### config.mk
export PLATFORM = sky130hd
export DESIGN_NAME = i2c_master_byte_engine_core
export DESIGN_NICKNAME = d
export VERILOG_FILES = /design/src/rtl/i2cm_pkg.sv /design/src/rtl/i2cm_fifo.sv /design/src/rtl/i2cm_front.sv /design/src/rtl/i2cm_back.sv /design/src/rtl/i2c_master_byte_engine_core.sv
export SDC_FILE = /design/constraint.sdc
export NUM_CORES = 1
export LEC_CHECK = 0
export BUFFER_PORTS_ARGS = -buffer_cell sky130_fd_sc_hd__buf_4
export CAP_MARGIN = 20
export CORE_MARGIN = 3
export CORE_UTILIZATION = 45
export DETAILED_ROUTE_END_ITERATION = 7
export PLACE_DENSITY = 0.65
export REMOVE_ABC_BUFFERS = 1
export SKIP_LAST_GASP = 1
export SYNTH_ARGS = -nofsm -noshare
export SYNTH_HDL_FRONTEND = slang
export SYNTH_SLANG_ARGS = --single-unit
### constraint.sdc
create_clock -name clock -period 3.1 [get_ports clock]
set_input_delay 0.31 -clock clock [delete_from_list [all_inputs] [get_ports clock]]
set_output_delay 0.31 -clock clock [all_outputs]
set_load 0.02 [all_outputs]
### src/rtl/i2cm_pkg.sv
// ----------------------------------------------------------------------------
// I2C master byte engine package
// Shared types and constants for the command queue, the bus sequencer and
// the register port.
// ----------------------------------------------------------------------------
`default_nettype none

package i2cm_pkg;

   localparam int unsigned CSR_ADDR_WIDTH = 3;
   localparam int unsigned CSR_DATA_WIDTH = 32;
   localparam int unsigned CFG_DELAY_WIDTH = 16;
   localparam logic [CFG_DELAY_WIDTH-1:0] DELAY_RESET = 16'd500;
   localparam logic CSR_IDX_DELAY = 1'b0;

   localparam logic [1:0] MODE_START = 2'd0;
   localparam logic [1:0] MODE_WRITE = 2'd1;
   localparam logic [1:0] MODE_READ = 2'd2;
   localparam logic [1:0] MODE_UNUSED = 2'd3;

   typedef enum logic [1:0] {
      CMD_NONE  = 2'd0,
      CMD_START = 2'd1,
      CMD_WRITE = 2'd2,
      CMD_READ  = 2'd3
   } cmd_kind_type;

   typedef struct packed {
      cmd_kind_type kind;
      logic [7:0]   shift;
      logic         stop;
      logic         sda_in;
   } item_type;

   typedef struct packed {
      logic       scl_out;
      logic       sda_out;
      logic       ready_res;
      logic       done_res;
      logic       acked;
      logic [7:0] read_data;
   } rsp_type;

   typedef enum logic [16:0] {
      PH_IDLE    = 17'h00001,
      PH_ST_SDA1 = 17'h00002,
      PH_ST_SCL1 = 17'h00004,
      PH_ST_SDA0 = 17'h00008,
      PH_ST_SCL0 = 17'h00010,
      PH_TX_BIT  = 17'h00020,
      PH_TX_HIGH = 17'h00040,
      PH_TX_REL  = 17'h00080,
      PH_TX_ACK  = 17'h00100,
      PH_RX_REL  = 17'h00200,
      PH_RX_HIGH = 17'h00400,
      PH_RX_LOW  = 17'h00800,
      PH_RX_ACK  = 17'h01000,
      PH_RX_END  = 17'h02000,
      PH_SP_SDA0 = 17'h04000,
      PH_SP_SCL1 = 17'h08000,
      PH_SP_SDA1 = 17'h10000
   } phase_type;

endpackage

`default_nettype wire

### src/rtl/i2cm_fifo.sv
// ----------------------------------------------------------------------------
// I2C master small queue
// A shallow register queue that decouples two sides of the engine.
// ----------------------------------------------------------------------------
`default_nettype none

module i2cm_fifo #(
   parameter int WIDTH = 8,
   parameter int DEPTH = 2
) (
   input  wire logic             clock,
   input  wire logic             reset,
   input  wire logic             push,
   input  wire logic [WIDTH-1:0] din,
   output logic                  full,
   input  wire logic             pop,
   output logic      [WIDTH-1:0] dout,
   output logic                  empty
);

   localparam int AW = (DEPTH > 1) ? $clog2(DEPTH) : 1;
   localparam int CW = $clog2(DEPTH + 1);

   logic [WIDTH-1:0] mem_ff [DEPTH];
   logic [AW-1:0]    wr_ptr_ff, wr_ptr_in;
   logic [AW-1:0]    rd_ptr_ff, rd_ptr_in;
   logic [CW-1:0]    count_ff, count_in;
   logic             do_push, do_pop;

   assign full    = (count_ff == CW'(DEPTH));
   assign empty   = (count_ff == '0);
   assign do_push = push && !full;
   assign do_pop  = pop && !empty;
   assign dout    = mem_ff[rd_ptr_ff];

   always_comb begin
      wr_ptr_in = wr_ptr_ff;
      rd_ptr_in = rd_ptr_ff;
      if (do_push) begin
         wr_ptr_in = (wr_ptr_ff == AW'(DEPTH - 1)) ? '0 : wr_ptr_ff + AW'(1);
      end
      if (do_pop) begin
         rd_ptr_in = (rd_ptr_ff == AW'(DEPTH - 1)) ? '0 : rd_ptr_ff + AW'(1);
      end
      count_in = count_ff + CW'(do_push) - CW'(do_pop);
   end

   always_ff @(posedge clock) begin
      if (reset) begin
         wr_ptr_ff <= '0;
         rd_ptr_ff <= '0;
         count_ff  <= '0;
      end else begin
         wr_ptr_ff <= wr_ptr_in;
         rd_ptr_ff <= rd_ptr_in;
         count_ff  <= count_in;
      end
   end

   always_ff @(posedge clock) begin
      if (do_push) begin
         mem_ff[wr_ptr_ff] <= din;
      end
   end

endmodule

`default_nettype wire

### src/rtl/i2cm_front.sv
// ----------------------------------------------------------------------------
// I2C master front end
// Accepts items, decodes the command and its first shift byte, and queues
// them for the bus sequencer.
// ----------------------------------------------------------------------------
`default_nettype none

module i2cm_front (
   input  wire logic              clock,
   input  wire logic              reset,
   input  wire logic              req_push,
   output logic                   req_full,
   input  wire logic              req_cmd_valid,
   input  wire logic [1:0]        req_mode,
   input  wire logic [7:0]        req_byte_in,
   input  wire logic              req_read_bit,
   input  wire logic              req_last,
   input  wire logic              req_sda_in,
   output i2cm_pkg::item_type     item,
   output logic                   item_empty,
   input  wire logic              item_pop
);

   i2cm_pkg::item_type decoded;
   logic [$bits(i2cm_pkg::item_type)-1:0] item_bits;

   always_comb begin
      decoded.kind   = i2cm_pkg::CMD_NONE;
      decoded.shift  = 8'h00;
      decoded.stop   = 1'b0;
      decoded.sda_in = req_sda_in;
      if (req_cmd_valid) begin
         unique case (req_mode)
            i2cm_pkg::MODE_START: begin
               decoded.kind  = i2cm_pkg::CMD_START;
               decoded.shift = {req_byte_in[6:0], req_read_bit};
            end
            i2cm_pkg::MODE_WRITE: begin
               decoded.kind  = i2cm_pkg::CMD_WRITE;
               decoded.shift = req_byte_in;
               decoded.stop  = req_last;
            end
            i2cm_pkg::MODE_READ: begin
               decoded.kind = i2cm_pkg::CMD_READ;
               decoded.stop = req_last;
            end
            default: begin
               decoded.kind = i2cm_pkg::CMD_NONE;
            end
         endcase
      end
   end

   i2cm_fifo #(
      .WIDTH($bits(i2cm_pkg::item_type)),
      .DEPTH(2)
   ) u_cmd_queue (
      .clock(clock),
      .reset(reset),
      .push (req_push),
      .din  (decoded),
      .full (req_full),
      .pop  (item_pop),
      .dout (item_bits),
      .empty(item_empty)
   );

   assign item = item_bits;

endmodule

`default_nettype wire

### src/rtl/i2cm_back.sv
// ----------------------------------------------------------------------------
// I2C master bus sequencer
// Steps the SCL and SDA state machine once per queued item and emits the
// pin levels and status for that step.
// ----------------------------------------------------------------------------
`default_nettype none

module i2cm_back #(
   parameter int DELAY_WIDTH = 16
) (
   input  wire logic                                  clock,
   input  wire logic                                  reset,
   input  wire logic [i2cm_pkg::CFG_DELAY_WIDTH-1:0] delay_cycles,
   input  wire i2cm_pkg::item_type                    item,
   input  wire logic                                  item_empty,
   output logic                                       item_pop,
   output i2cm_pkg::rsp_type                          rsp,
   output logic                                       rsp_push,
   input  wire logic                                  rsp_full
);

   localparam logic [32:0] DELAY_MAX = (33'd1 << DELAY_WIDTH) - 33'd1;

   i2cm_pkg::phase_type    phase_ff, phase_in, target;
   logic [3:0]             bit_count_ff, bit_count_in;
   logic [7:0]             shift_ff, shift_in;
   logic [DELAY_WIDTH-1:0] delay_count_ff, delay_count_in;
   logic                   scl_ff, scl_in;
   logic                   sda_ff, sda_in;
   logic                   ack_ff, ack_in;
   logic [7:0]             rx_ff, rx_in;
   logic                   stop_ff, stop_in;
   logic [DELAY_WIDTH-1:0] step_len;
   logic                   step, go, done;

   assign step     = !item_empty && !rsp_full;
   assign item_pop = step;
   assign rsp_push = step;

   always_comb begin
      if ({17'b0, delay_cycles} > DELAY_MAX) begin
         step_len = DELAY_WIDTH'(DELAY_MAX);
      end else if (delay_cycles == '0) begin
         step_len = DELAY_WIDTH'(1);
      end else begin
         step_len = DELAY_WIDTH'(delay_cycles);
      end
   end

   always_comb begin
      phase_in       = phase_ff;
      bit_count_in   = bit_count_ff;
      shift_in       = shift_ff;
      delay_count_in = delay_count_ff;
      scl_in         = scl_ff;
      sda_in         = sda_ff;
      ack_in         = ack_ff;
      rx_in          = rx_ff;
      stop_in        = stop_ff;
      target         = i2cm_pkg::PH_IDLE;
      go             = 1'b0;
      done           = 1'b0;

      if (step) begin
         if (phase_ff == i2cm_pkg::PH_IDLE) begin
            if (item.kind != i2cm_pkg::CMD_NONE) begin
               bit_count_in = 4'd0;
               shift_in     = item.shift;
               stop_in      = item.stop;
               go           = 1'b1;
               unique case (item.kind)
                  i2cm_pkg::CMD_START: target = i2cm_pkg::PH_ST_SDA1;
                  i2cm_pkg::CMD_WRITE: target = i2cm_pkg::PH_TX_BIT;
                  default:             target = i2cm_pkg::PH_RX_REL;
               endcase
            end
         end else if (delay_count_ff > DELAY_WIDTH'(1)) begin
            delay_count_in = delay_count_ff - DELAY_WIDTH'(1);
         end else begin
            go = 1'b1;
            unique case (phase_ff)
               i2cm_pkg::PH_ST_SDA1: target = i2cm_pkg::PH_ST_SCL1;
               i2cm_pkg::PH_ST_SCL1: target = i2cm_pkg::PH_ST_SDA0;
               i2cm_pkg::PH_ST_SDA0: target = i2cm_pkg::PH_ST_SCL0;
               i2cm_pkg::PH_ST_SCL0: begin
                  bit_count_in = 4'd0;
                  target       = i2cm_pkg::PH_TX_BIT;
               end
               i2cm_pkg::PH_TX_BIT: target = i2cm_pkg::PH_TX_HIGH;
               i2cm_pkg::PH_TX_HIGH: begin
                  shift_in     = {shift_ff[6:0], 1'b0};
                  bit_count_in = bit_count_ff + 4'd1;
                  if (bit_count_in >= 4'd8) begin
                     target = i2cm_pkg::PH_TX_REL;
                  end else begin
                     scl_in = 1'b0;
                     target = i2cm_pkg::PH_TX_BIT;
                  end
               end
               i2cm_pkg::PH_TX_REL: target = i2cm_pkg::PH_TX_ACK;
               i2cm_pkg::PH_TX_ACK: begin
                  if (stop_ff) begin
                     target = i2cm_pkg::PH_SP_SDA0;
                  end else begin
                     go     = 1'b0;
                     scl_in = 1'b0;
                     sda_in = 1'b1;
                     done   = 1'b1;
                  end
               end
               i2cm_pkg::PH_RX_REL:  target = i2cm_pkg::PH_RX_HIGH;
               i2cm_pkg::PH_RX_HIGH: target = i2cm_pkg::PH_RX_LOW;
               i2cm_pkg::PH_RX_LOW: begin
                  bit_count_in = bit_count_ff + 4'd1;
                  if (bit_count_in >= 4'd8) begin
                     rx_in  = shift_ff;
                     target = i2cm_pkg::PH_RX_ACK;
                  end else begin
                     target = i2cm_pkg::PH_RX_HIGH;
                  end
               end
               i2cm_pkg::PH_RX_ACK: target = i2cm_pkg::PH_RX_END;
               i2cm_pkg::PH_RX_END: begin
                  if (stop_ff) begin
                     target = i2cm_pkg::PH_SP_SDA0;
                  end else begin
                     go   = 1'b0;
                     done = 1'b1;
                  end
               end
               i2cm_pkg::PH_SP_SDA0: target = i2cm_pkg::PH_SP_SCL1;
               i2cm_pkg::PH_SP_SCL1: target = i2cm_pkg::PH_SP_SDA1;
               default: begin
                  go   = 1'b0;
                  done = 1'b1;
               end
            endcase
            if (done) begin
               phase_in       = i2cm_pkg::PH_IDLE;
               delay_count_in = '0;
            end
         end
      end

      if (go) begin
         phase_in       = target;
         delay_count_in = step_len;
         unique case (target)
            i2cm_pkg::PH_ST_SDA1: sda_in = 1'b1;
            i2cm_pkg::PH_ST_SCL1: scl_in = 1'b1;
            i2cm_pkg::PH_ST_SDA0: sda_in = 1'b0;
            i2cm_pkg::PH_ST_SCL0: scl_in = 1'b0;
            i2cm_pkg::PH_TX_BIT:  sda_in = shift_in[7];
            i2cm_pkg::PH_TX_HIGH: scl_in = 1'b1;
            i2cm_pkg::PH_TX_REL: begin
               scl_in = 1'b0;
               sda_in = 1'b1;
            end
            i2cm_pkg::PH_TX_ACK: begin
               scl_in = 1'b1;
               ack_in = !item.sda_in;
            end
            i2cm_pkg::PH_RX_REL: sda_in = 1'b1;
            i2cm_pkg::PH_RX_HIGH: begin
               scl_in   = 1'b1;
               shift_in = {shift_in[6:0], item.sda_in};
            end
            i2cm_pkg::PH_RX_LOW: scl_in = 1'b0;
            i2cm_pkg::PH_RX_ACK: begin
               sda_in = stop_in;
               scl_in = 1'b1;
            end
            i2cm_pkg::PH_RX_END, i2cm_pkg::PH_SP_SDA0: begin
               scl_in = 1'b0;
               sda_in = 1'b0;
            end
            i2cm_pkg::PH_SP_SCL1: scl_in = 1'b1;
            i2cm_pkg::PH_SP_SDA1: sda_in = 1'b1;
            default: begin
               scl_in = scl_in;
            end
         endcase
      end
   end

   always_ff @(posedge clock) begin
      if (reset) begin
         phase_ff       <= i2cm_pkg::PH_IDLE;
         bit_count_ff   <= '0;
         shift_ff       <= '0;
         delay_count_ff <= '0;
         scl_ff         <= 1'b1;
         sda_ff         <= 1'b1;
         ack_ff         <= 1'b0;
         rx_ff          <= '0;
         stop_ff        <= 1'b0;
      end else begin
         phase_ff       <= phase_in;
         bit_count_ff   <= bit_count_in;
         shift_ff       <= shift_in;
         delay_count_ff <= delay_count_in;
         scl_ff         <= scl_in;
         sda_ff         <= sda_in;
         ack_ff         <= ack_in;
         rx_ff          <= rx_in;
         stop_ff        <= stop_in;
      end
   end

   always_comb begin
      rsp.scl_out   = scl_in;
      rsp.sda_out   = sda_in;
      rsp.ready_res = (phase_in == i2cm_pkg::PH_IDLE);
      rsp.done_res  = done;
      rsp.acked     = ack_in;
      rsp.read_data = rx_in;
   end

endmodule

`default_nettype wire

### src/rtl/i2c_master_byte_engine_core.sv
// ----------------------------------------------------------------------------
// I2C master byte engine
// Bus sequencer for start, write and read byte commands, one item per step.
// ----------------------------------------------------------------------------
// Each item on the req_ channel is one clock step of the I2C sequencer. It
// carries an optional byte command, which is taken only while the engine is
// idle, and the sampled SDA level. Every item yields exactly one item on the
// rsp_ channel with the driven SCL and SDA levels, the ready and done flags,
// the last acknowledge and the last received byte.
// The front end decodes items into a two-entry command queue; the sequencer
// takes one queued item per cycle while the result queue is not full and
// writes its result into that two-entry queue, whose head drives the rsp_
// ports; a result is queued at the same edge that accepts its item.
// When the consumer stops popping, the result queue fills, the sequencer
// holds its state, and req_full rises once the command queue is full; no
// item is lost. Reset empties both queues, puts the bus in idle with SCL and
// SDA released, and loads delay_cycles with 500. The delay_cycles register
// lies at byte address 0 and sets the clock steps per half-bit phase;
// it should be written only while the engine is idle.
// ----------------------------------------------------------------------------
`default_nettype none

module i2c_master_byte_engine_core #(
   parameter int DELAY_WIDTH = 16
) (
   input  wire logic                                 clock,
   input  wire logic                                 reset,
   input  wire logic                                 req_push,
   output logic                                      req_full,
   input  wire logic                                 req_cmd_valid,
   input  wire logic [1:0]                           req_mode,
   input  wire logic [7:0]                           req_byte_in,
   input  wire logic                                 req_read_bit,
   input  wire logic                                 req_last,
   input  wire logic                                 req_sda_in,
   output logic                                      rsp_empty,
   input  wire logic                                 rsp_pop,
   output logic                                      rsp_scl_out,
   output logic                                      rsp_sda_out,
   output logic                                      rsp_ready_res,
   output logic                                      rsp_done_res,
   output logic                                      rsp_acked,
   output logic [7:0]                                rsp_read_data,
   input  wire logic                                 csr_psel,
   input  wire logic                                 csr_penable,
   input  wire logic                                 csr_pwrite,
   input  wire logic [i2cm_pkg::CSR_ADDR_WIDTH-1:0]  csr_paddr,
   input  wire logic [i2cm_pkg::CSR_DATA_WIDTH-1:0]  csr_pwdata,
   output logic [i2cm_pkg::CSR_DATA_WIDTH-1:0]       csr_prdata,
   output logic                                      csr_pready
);

   logic [i2cm_pkg::CFG_DELAY_WIDTH-1:0] delay_ff, delay_in;
   i2cm_pkg::item_type                   item;
   logic                                 item_empty, item_pop;
   i2cm_pkg::rsp_type                    rsp_next, rsp_head;
   logic [$bits(i2cm_pkg::rsp_type)-1:0] rsp_bits;
   logic                                 rsp_push, rsp_full;
   logic                                 csr_write;

   assign csr_pready = 1'b1;
   assign csr_write  = csr_psel && csr_penable && csr_pwrite && csr_pready;

   always_comb begin
      delay_in = delay_ff;
      if (csr_write && (csr_paddr[2] == i2cm_pkg::CSR_IDX_DELAY)) begin
         delay_in = csr_pwdata[i2cm_pkg::CFG_DELAY_WIDTH-1:0];
      end
      csr_prdata = '0;
      if (csr_paddr[2] == i2cm_pkg::CSR_IDX_DELAY) begin
         csr_prdata = {{(i2cm_pkg::CSR_DATA_WIDTH - i2cm_pkg::CFG_DELAY_WIDTH){1'b0}},
                       delay_ff};
      end
   end

   always_ff @(posedge clock) begin
      if (reset) begin
         delay_ff <= i2cm_pkg::DELAY_RESET;
      end else begin
         delay_ff <= delay_in;
      end
   end

   i2cm_front u_front (
      .clock        (clock),
      .reset        (reset),
      .req_push     (req_push),
      .req_full     (req_full),
      .req_cmd_valid(req_cmd_valid),
      .req_mode     (req_mode),
      .req_byte_in  (req_byte_in),
      .req_read_bit (req_read_bit),
      .req_last     (req_last),
      .req_sda_in   (req_sda_in),
      .item         (item),
      .item_empty   (item_empty),
      .item_pop     (item_pop)
   );

   i2cm_back #(
      .DELAY_WIDTH(DELAY_WIDTH)
   ) u_back (
      .clock       (clock),
      .reset       (reset),
      .delay_cycles(delay_ff),
      .item        (item),
      .item_empty  (item_empty),
      .item_pop    (item_pop),
      .rsp         (rsp_next),
      .rsp_push    (rsp_push),
      .rsp_full    (rsp_full)
   );

   i2cm_fifo #(
      .WIDTH($bits(i2cm_pkg::rsp_type)),
      .DEPTH(2)
   ) u_rsp_queue (
      .clock(clock),
      .reset(reset),
      .push (rsp_push),
      .din  (rsp_next),
      .full (rsp_full),
      .pop  (rsp_pop),
      .dout (rsp_bits),
      .empty(rsp_empty)
   );

   assign rsp_head      = rsp_bits;
   assign rsp_scl_out   = rsp_head.scl_out;
   assign rsp_sda_out   = rsp_head.sda_out;
   assign rsp_ready_res = rsp_head.ready_res;
   assign rsp_done_res  = rsp_head.done_res;
   assign rsp_acked     = rsp_head.acked;
   assign rsp_read_data = rsp_head.read_data;

endmodule

`default_nettype wire
; Word level (Yosys, flattened, before mapping)
; Memory sizes are Yosys's and may differ from the RTL's. A register that Yosys moved wholly into a read port is not among the register bits.
; Index checks and enable logic that the tools add are counted.
[word_totals]
wordCells = 191
inputBits = 56
mem_bits_rw = 50
output_inout_bits = 48
ff_bits = 81
n_memories = 2
[op_classes]
n_bitwise = 1
magnitude_cmp = 2
n_eq_ne = 42
muxes = 87
reduce_logical = 31
add_sub_neg = 10
[mem_list]
columns = memory, words, word_bits, read_ports, rd_ports_with_merged_regs, wr, line
row1 = u_rsp_queue.mem_ff, 2, 13, 1, 1, 1, i2cm_fifo.sv:24  ; logic [WIDTH-1:0] mem_ff [DEPTH];
row2 = u_front.u_cmd_queue.mem_ff, 2, 12, 1, 1, 1, i2cm_fifo.sv:24
[ops]
columns = operator, n
row1 = $pmux 17 s14, 1
row2 = $mux 17, 9
row3 = $mux 16, 7
row4 = $mux 8, 13
row5 = $mux 1, 42
row6 = $eq 17x1->1 const B, 2
row7 = $eq 17x10->1 const B, 2
row8 = $eq 17x11->1 const B, 2
row9 = $eq 17x12->1 const B, 2
row10 = $eq 17x13->1 const B, 2
row11 = $eq 17x14->1 const B, 2
row12 = $eq 17x15->1 const B, 2
row13 = $eq 17x16->1 const B, 2
row14 = $eq 17x2->1 const B, 2
row15 = $eq 17x3->1 const B, 2
row16 = $eq 17x4->1 const B, 2
row17 = $eq 17x5->1 const B, 2
row18 = $eq 17x6->1 const B, 2
row19 = $eq 17x7->1 const B, 2
row20 = $eq 17x8->1 const B, 2
row21 = $eq 17x9->1 const B, 2
row22 = $pmux 10 s2, 1
row23 = $eq 17x17->1 const B, 1
row24 = $gt 16x1->1 const B, 1
row25 = 34 further kinds, 66

; Longest topological paths before layout
; Gate-level depths: netlist (run 1).
[depth]
word_depth = 12
ltp_mapped = 11

; By module
; Synthesis (run 1) repeated with hierarchy kept, for this count alone.
[unflattened]
cells_unflattened = 764
hier_area_um2 = 7317.0
[modules_own_cells]
columns = mod, n_inst, area_each_um2, cells_each
row1 = i2cm_back, 1, 3907.5, 501
row2 = i2cm_fifo at u_rsp_queue, 1, 1167.4, 67
row3 = i2cm_fifo at u_front.u_cmd_queue, 1, 1096.1, 64
row4 = i2c_master_byte_engine_core, 1, 957.2, 106
row5 = i2cm_front, 1, 188.9, 26

; Worst setup path after synthesis (run 1)
; Ideal clock, no wire load.
[synth_timing]
path_type = register to register
startpoint = register u_back.delay_count_ff[0]
endpoint = memory u_rsp_queue.mem_ff[0][11] (netlist name), data pin
path_buffers = 1
path_stages_with_launch = 11
t_arrival_ns = 2.197
period_less_slack_ns = 2.464
path_slack_ns = 0.636
cell_sequence = dfxtp_1 inv_1 ha_1 nor2_1 or4_1 a2111oi_4 buf_2 nand2_1 o221a_2 nand2b_1 nand3b_1
[synth_lines]
columns = element, line
row1 = "start, declared", i2cm_back.sv:27  ; logic [DELAY_WIDTH-1:0] delay_count_ff, delay_count_in;
row2 = "start signal, assigned", i2cm_back.sv:201  ; delay_count_ff <= delay_count_in;
row3 = "end, declared", i2cm_fifo.sv:24

==> summary.md, run 1 <==
| Metric | Value |
|---|---|
| Relative max-transition margin | 0.482 |
| Final HPWL DP | 13300 um |
| CP Cell Sequence | inv_1 -> ha_1 -> nor2_1 -> or4_1 -> a2111oi_4 -> buf_4 -> mux2i_1 -> nand3_1 -> nor4_1 |
| CTS tree | done |
| Final WS setup | 289 ps |
| Delay-heaviest family, CP | simple AND/OR/NAND/NOR gates |
| Critical path's slowest cell | or4_1 |
| Share of flip-flops with an asynchronous set or reset | 0 |
| Hold Fails Final Rpt | 0 |
| Crit. path cell count | 9 |
| Post-Syn Instances | 746 |
| Post-Synthesis Cell Area | about 6900 um^2 |
| Place WS | 287 ps |
| CTS root buf | clkbuf_16 |
| Power per Cell Area | 934 nW/um^2 |
| Critical Path Start | u_back.delay_count_ff[0]$_SDFFE_PP0P_ |
| Post-route minimum period | 2810 ps |
| Startpoint types | flip-flop |
| RD Place Congestion | 0.954 |
| Reg2reg path depth | 9 |
| Total Wirelength | 18400 um |
| Area leader, netlist | dfxtp_1 |
| Clk_lat worst skew | 420 ps |
| Worst hold path startpoint | req_sda_in |
| Yosys reg bits | 133 |
| Synth Flop Type | dfxtp_1 |
| Setup TNS | 0 ps |
| Largest net degree at the start of global routing | 50 |
| Top-area cell type share of the netlist area | 0.240 |
| Clock Pin Slew Worst Setup and Hold Paths | about 60 ps |
| Die height | 130 um |
| H-tree lvl count | 4 |
| Antenna diode count | 0 |
| Syn. warnings | 0 |
| Hold_buf cts | 0 |
| Worst Skew | 5.93 ps |
| Post-synth cell types | 78 |
| Register area share after synthesis | 0.457 |
| CP arrival | 3000 ps |
| Leak Pwr | 0.00315 uW |
| Buf/Inv on CP | 2 |
| Number of antenna violations at the first check in global routing | 0 |
| Area grow syn2layout | 18.6% |
| Hold depth | 1 |
| Rows | 44 |
| Max-slew violations | 0 |
| Initial core utilization | 0.467 |
| Tot GR Track Use | 0.222 |
| Synth area leaders | dfxtp_1 (24%), edfxtp_1 (22%), nand2_1 (4.7%), nor2_1 (3.9%), a21oi_1 (3.8%) |
| IO Pins | 104 |
| Clock Tree Buf Depth | 2 |
| Final Cycle Share | 0.907 |
| Vias in the first global route | around 5700 |
| Hold/Removal Path Class | in2reg |
| Crit path required time | between 3000 and 4000 ps |
| Grt total ovfl | 0 |
| Status | finished, final reports clean |
| Worst-Margin Slew | about 770 ps |
| Mean post-synth cell area | 9.27 um^2 |
| F_max | between 300 and 400 MHz |
| Cts repair resizes | 0 |
| Routed WL per cell | 18.1 um |
| Worst R2R Start | u_back.delay_count_ff[0]$_SDFFE_PP0P_ |
| Critical path peak fanout | 10 |
| Slowest Stage Delay on Critical Path | 530 ps |
| DIE WIDTH | 130 um |
| CTS buffer count | 17 |
| Die area | 16900 um^2 |
| RSZ-0062 raised after global routing | false |
| DRC Markers | 0 |
| Vias after detailed routing | 5851 |
| DR iter-0 viols | 397 |
| Via density per instance | approximately 5.8 |
| Crit Path Class | reg2reg |
| Core Region | 14800 um^2 |
| Post-route ant nets | 0 |
| Final setup vio count | 0 |
| Maximum vdd drop | 0.000570 V |
| Drt pass-1 iters | 5 |
| Nets | between 800 and 900 |
| Max Cap Viol | 0 |
| Port-buffer cells | 68 |
| Number of synthesized flops with an enable pin | 50 |
| First-pass GRT wire length | 29200 um |
| Clock Sinks | 133 |
| Crit end category | flip-flop |
| Share of cells above drive strength 1 | 0.203 |
| Setup bufs post-CTS | 0 |
[path summary, 6_finish.rpt]
check	slack, ps	to
max reg2reg	290	u_rsp_queue.mem_ff[1][10]$_DFFE_PP_
min	80	u_front.u_cmd_queue.mem_ff[1][0]$_DFFE_PP_
min reg2reg	470	u_back.bit_count_ff[1]$_SDFFE_PP0P_
max	290	u_rsp_queue.mem_ff[1][10]$_DFFE_PP_
[worst reg2reg max path, delay by kind of cell (launching register included)]
kind | cells | cell delay [ps]
buffers and inverters | 2 | 370
DFF | 1 | 350
and+or+nand+nor | 4 | 1030
muxes | 1 | 240
adders and majority gates | 1 | 200
AOI/OAI and AO/OA | 1 | 390
[report_power, final]
| part | switching, uW | internal (uW) |
|---|---|---|
| sequential | 244 | 2170 |
| combinational | 1980 | 1250 |
| clock | 780 | 1230 |
| total | 3010 | 4650 |
[sequential cells by signal, indices dropped and copies added, names as in the netlist, named ones only]
| signal | cells |
|---|---|
| delay_ff | 16 |
| u_back.ack_ff | 1 |
| u_back.bit_count_ff | 4 |
| u_back.delay_count_ff | 16 |
| u_back.phase_ff | 17 |
| u_back.rx_ff | 8 |
| u_back.scl_ff | 1 |
| u_back.sda_ff | 1 |
| u_back.shift_ff | 8 |
| u_back.stop_ff | 1 |
| u_front.u_cmd_queue.count_ff | 2 |
| u_front.u_cmd_queue.mem_ff | 24 |
| u_front.u_cmd_queue.rd_ptr_ff | 1 |
| u_front.u_cmd_queue.wr_ptr_ff | 1 |
| u_rsp_queue.count_ff | 2 |
| u_rsp_queue.mem_ff | 26 |
| u_rsp_queue.rd_ptr_ff | 1 |
| u_rsp_queue.wr_ptr_ff | 1 |
[cell type report]
type                            count  area [um^2]
Tap cell                          184          230
Clock buffer                       23          500
Timing Repair Buffer               94          706
Clock inverter                      9         90.1
Inverter                           21         78.8
Sequential cell                   133         3160
Multi-Input combinational cell    553         3430
Fill cell                        1315         6610
[through the flow]
stage	area, um^2	utilization	hold slack [ps]	power [uW]	cells
finish	8200	0.554	81.3	7660	1017
global route	8200	0.554	68.7	8120	1017
CTS	8200	0.554	76.6	7680	1017
detailed placement	7610	0.514	465	5670	985
global placement	7610	0.514	448	5580	985
floorplan	6680	-	375	4510	707
[cells in the mapped netlist (12+ instances only)]
master	instances
nand2_1	86
dfxtp_1	83
nor2_1	71
a21oi_1	52
edfxtp_1	50
nor2b_1	30
nand3_1	28
o21ai_0	23
buf_4	20
inv_1	20
clkbuf_1	19
nor3_1	17
mux2_2	16
a22oi_1	15
mux2i_1	14
nor4_1	13
and2_1	12
[kinds of logic after synthesis]
group,count (synthesis),share of synthesized area
compound gates,152,0.148
xor+xnor,16,0.0203
fa+ha+maj,10,0.0181
buf+inv,75,0.0546
flops,133,0.457
mux,30,0.0463
other cells,2,0.00109
simple gates,328,0.255
[cells in the final DEF, fill, tap and decap left out, types with 6 or more instances in the layout]
cell        n
clkbuf_16  19
nor4_1     13
buf_4      94
and3_1      7
inv_1      20
o21ai_0    23
nand4_1     6
mux2_2     16
edfxtp_1   50
a22oi_1    15
xor2_1      9
a21oi_1    52
nand2b_1    7
dfxtp_1    83
nor2_1     71
nand3_1    28
mux2i_1    14
nand2_1    86
nor2b_1    30
conb_1     17
or3_1       9
xnor2_1     7
nor3_1     17
o21ai_1     8
ha_1       10
and2_1     12
[routing by layer]
metal | track usage | share of wire | vias to the layer above
met5 | 0 | 0 | -
met4 | 0.0935 | 0.025 | 0
met3 | 0.0418 | 0.048 | 37
met2 | 0.385 | 0.50 | 208
met1 | 0.272 | 0.43 | 2781
li1 | - | - | 2825
No activity file was read; power rests on OpenSTA's default activity.
==> run 2: changes to the inputs <==
--- a/config.mk
+++ b/config.mk
@@ -15,4 +15,5 @@
 export SKIP_LAST_GASP = 1
 export SYNTH_ARGS = -nofsm -noshare
 export SYNTH_HDL_FRONTEND = slang
+export SYNTH_HIERARCHICAL = 1
 export SYNTH_SLANG_ARGS = --single-unit
==> run 2 against run 1 <==
  * Clock power is 5% lower
  * First-iteration DRC count up 46%
  * Sequential power about the same
  * Die area rose by 5.5%
  * Hold slack got worse by 6.7 ps
  * Combinational power rose by 10%
  * Area after synthesis grew 5.8%
  * Register-to-register slack lost 170 ps
  * Critical path type unchanged
  * Largest power group unchanged
  * Highest routed layer unchanged
==> summary.md, run 2 <==
| Metric | Value |
|---|---|
| Seq. cell area | 3160 um^2 |
| Nets | 916 |
| Share of cells above drive strength 1 | 0.231 |
| Startpoint types | flip-flop |
| Synth area leaders | dfxtp_1 (23%), edfxtp_1 (21%), mux2_1 (3.1%), nand2_1 (2.8%), mux2i_1 (2.7%) |
| Routed WL per cell | 16.9 um |
| Final std cells w/o fill | 1075 |
| Largest net degree at the start of global routing | 88 |
| CTS root buf | clkbuf_16 |
| Hold/Removal Path Class | in2reg |
| Max-slew violations | 0 |
| Share of flip-flops with an asynchronous set or reset | 0 |
| Via density per instance | 5.73 |
| RD Place Congestion | between 0.9 and 1 |
| F_max | 335 MHz |
| Placed Instances | about 1000 |
| Final Cycle Share | 0.963 |
| Final WS setup | ~120 ps |
| Die height | 134 um |
| IO Pins | 104 |
| Post-route minimum period | 2980 ps |
| Final HPWL DP | 13300 um |
| H-tree lvl count | 4 |
| Crit end category | flip-flop |
| Max Cap Viol | 0 |
| Largest registers | u_rsp_queue/mem_ff (26), u_front/u_cmd_queue/mem_ff (24), u_back/phase_ff (17) |
| Largest register FFs | 26 |
| Mean post-synth cell area | 9.58 um^2 |
| Crit Path Class | reg2reg |
| Relative max-transition margin | 0.374 |
| DR iter-0 viols | approximately 580 |
| Power per Cell Area | between 900 and 1000 nW/um^2 |
| Final setup vio count | 0 |
| Clk_lat worst skew | 430 ps |
| Place WS | around 130 ps |
| Crit path required time | 3370 ps |
| Syn. warnings | 6 |
| Register area share after synthesis | 0.432 |
| CTS buffer count | 17 |
| Port-buffer cells | slightly below 70 |
| Hold Slack | 74.7 ps |
| Vias after detailed routing | 6159 |
| Commonest cells post-synth | dfxtp_1 (83), nand2_1 (54), edfxtp_1 (50), nor2_1 (50), a21oi_1 (36) |
| Drt pass-1 iters | 7 |
| Routing usage on met1 | 0.272 |
| Worst Skew | approximately 9.1 ps |
| Fillers | 1404 |
| Die area | roughly 18000 um^2 |
| Synth Flop Type | dfxtp_1 |
| CTS tree | done |
| Top reg by flops | u_rsp_queue/mem_ff |
| Maximum vdd drop | 0.000590 V |
| Post-Syn Instances | about 760 |
| Antenna diode count | 0 |
| Most Crowded Layer GR | met2 |
| Most numerous cell in the Yosys netlist | dfxtp_1 |
| Initial core utilization | 0.471 |
| Worst-Margin Slew | 938 ps |
| Final Core Density | 0.561 |
| Number of synthesized flops with an enable pin | 50 |
| Tot GR Track Use | 0.207 |
| Area leader, netlist | dfxtp_1 |
| Multi-input gate area | 3740 um^2 |
| Top-area cell type share of the netlist area | 0.227 |
| Grt total ovfl | 0 |
| Clock Pin Slew Worst Setup and Hold Paths | 60 ps |
| Yosys reg bits | 133 |
| Hold Fails Final Rpt | 0 |
| Number of antenna violations at the first check in global routing | 0 |
| Rows | 45 |
| DRC Markers | 0 |
| Core Region | 15500 um^2 |
| Total Wirelength | around 18000 um |
| Post-route ant nets | 0 |
| Leak Pwr | 0.00347 uW |
| RSZ-0062 raised after global routing | true |
| DIE WIDTH | 134 um |
| M2 GR Usage | 0.334 |
| Status | finished, final reports clean |
| Most common cell after layout, fill and taps aside | buf_4 |
| Most frequent cells in the layout | buf_4 (121), dfxtp_1 (83), nand2_1 (54), nor2_1 (50), edfxtp_1 (50) |
| CP arrival | 3250 ps |
| Clock Tree Buf Depth | 2 |
| Post-Synthesis Cell Area | 7320 um^2 |
| Setup TNS | 0 ps |
| Met3 usage | 0.0419 |
| Post-synth cell types | 80 |
| Vias in the first global route | 5852 |
| Critical path peak fanout | 9 |
| First-pass GRT wire length | 29700 um |
| Hold_buf cts | 0 |
| Clock Sinks | 133 |
| Area grow syn2layout | 19.2% |
run 2: cells by family (layout without fill, tap and decap cells):
family,Yosys count,in the layout,share of synthesized area
simple gates,307,307,0.244
compound gates,160,160,0.153
flops,133,133,0.432
buf+inv,90,175,0.0665
mux,47,47,0.0689
xor+xnor,16,16,0.0192
fa+ha+maj,9,9,0.0154
other cells,2,17,0.00103
run 2: power breakdown:
part	switching [uW]	internal, uW
clock network	814	1090
registers	243	2200
logic	2070	1500
total	3130	4800
run 2: layer usage:
| metal | vias to the layer above | wire [um] |
|---|---|---|
| met5 | - | 0 |
| met4 | 0 | 539 |
| met3 | 55 | 1020 |
| met2 | 260 | 8510 |
| met1 | 2877 | 8150 |
| li1 | 2967 | - |
run 2: path summary, 6_finish.rpt:
kind | endpoint | depth (start not counted) | slack, ps | startpoint
min reg2reg | u_back/rx_ff[3]$_SDFF_PP0_ | 2 | 470 | u_back/rx_ff[3]$_SDFF_PP0_
min | u_front/u_cmd_queue/mem_ff[1][0]$_DFFE_PP_ | 1 | 70 | req_sda_in
max | u_back/phase_ff[14]$_SDFF_PP0_ | 9 | 120 | u_back/phase_ff[6]$_SDFF_PP0_
max reg2reg | u_back/phase_ff[14]$_SDFF_PP0_ | 9 | 120 | u_back/phase_ff[6]$_SDFF_PP0_
run 2: layout make-up:
cell class	instances	area share
Timing Repair Buffer	121	0.104
Clock inverter	13	0.0126
Sequential cell	133	0.363
Multi-Input combinational cell	556	0.429
Clock buffer	19	0.0521
Tap cell	211	0.0303
Inverter	22	0.00947
run 2: repair_timing:
action | 4_1_cts | 5_1_grt
endpoints found under the setup margin | 0 | 5
buffers inserted | 0 | 0
gates resized for setup | 0 | 2
run 2: worst max-delay path, cell delays in order, from the launching register on:
cell and delay [ps]:
dfxtp_1 310, or4_1 570, buf_4 200, nor4_4 250
a22o_1 200, and4bb_4 260, o41ai_1 440, buf_4 180
or2_2 250, o32ai_1 150
run 2: per-stage QoR:
stage / power (uW) / cell area [um^2]
global placement: 5940 / 8140
floorplan: 4650 / 6970
detailed placement: 6000 / 8140
CTS: 7930 / 8710
global route: 8410 / 8720
finish: 7930 / 8720
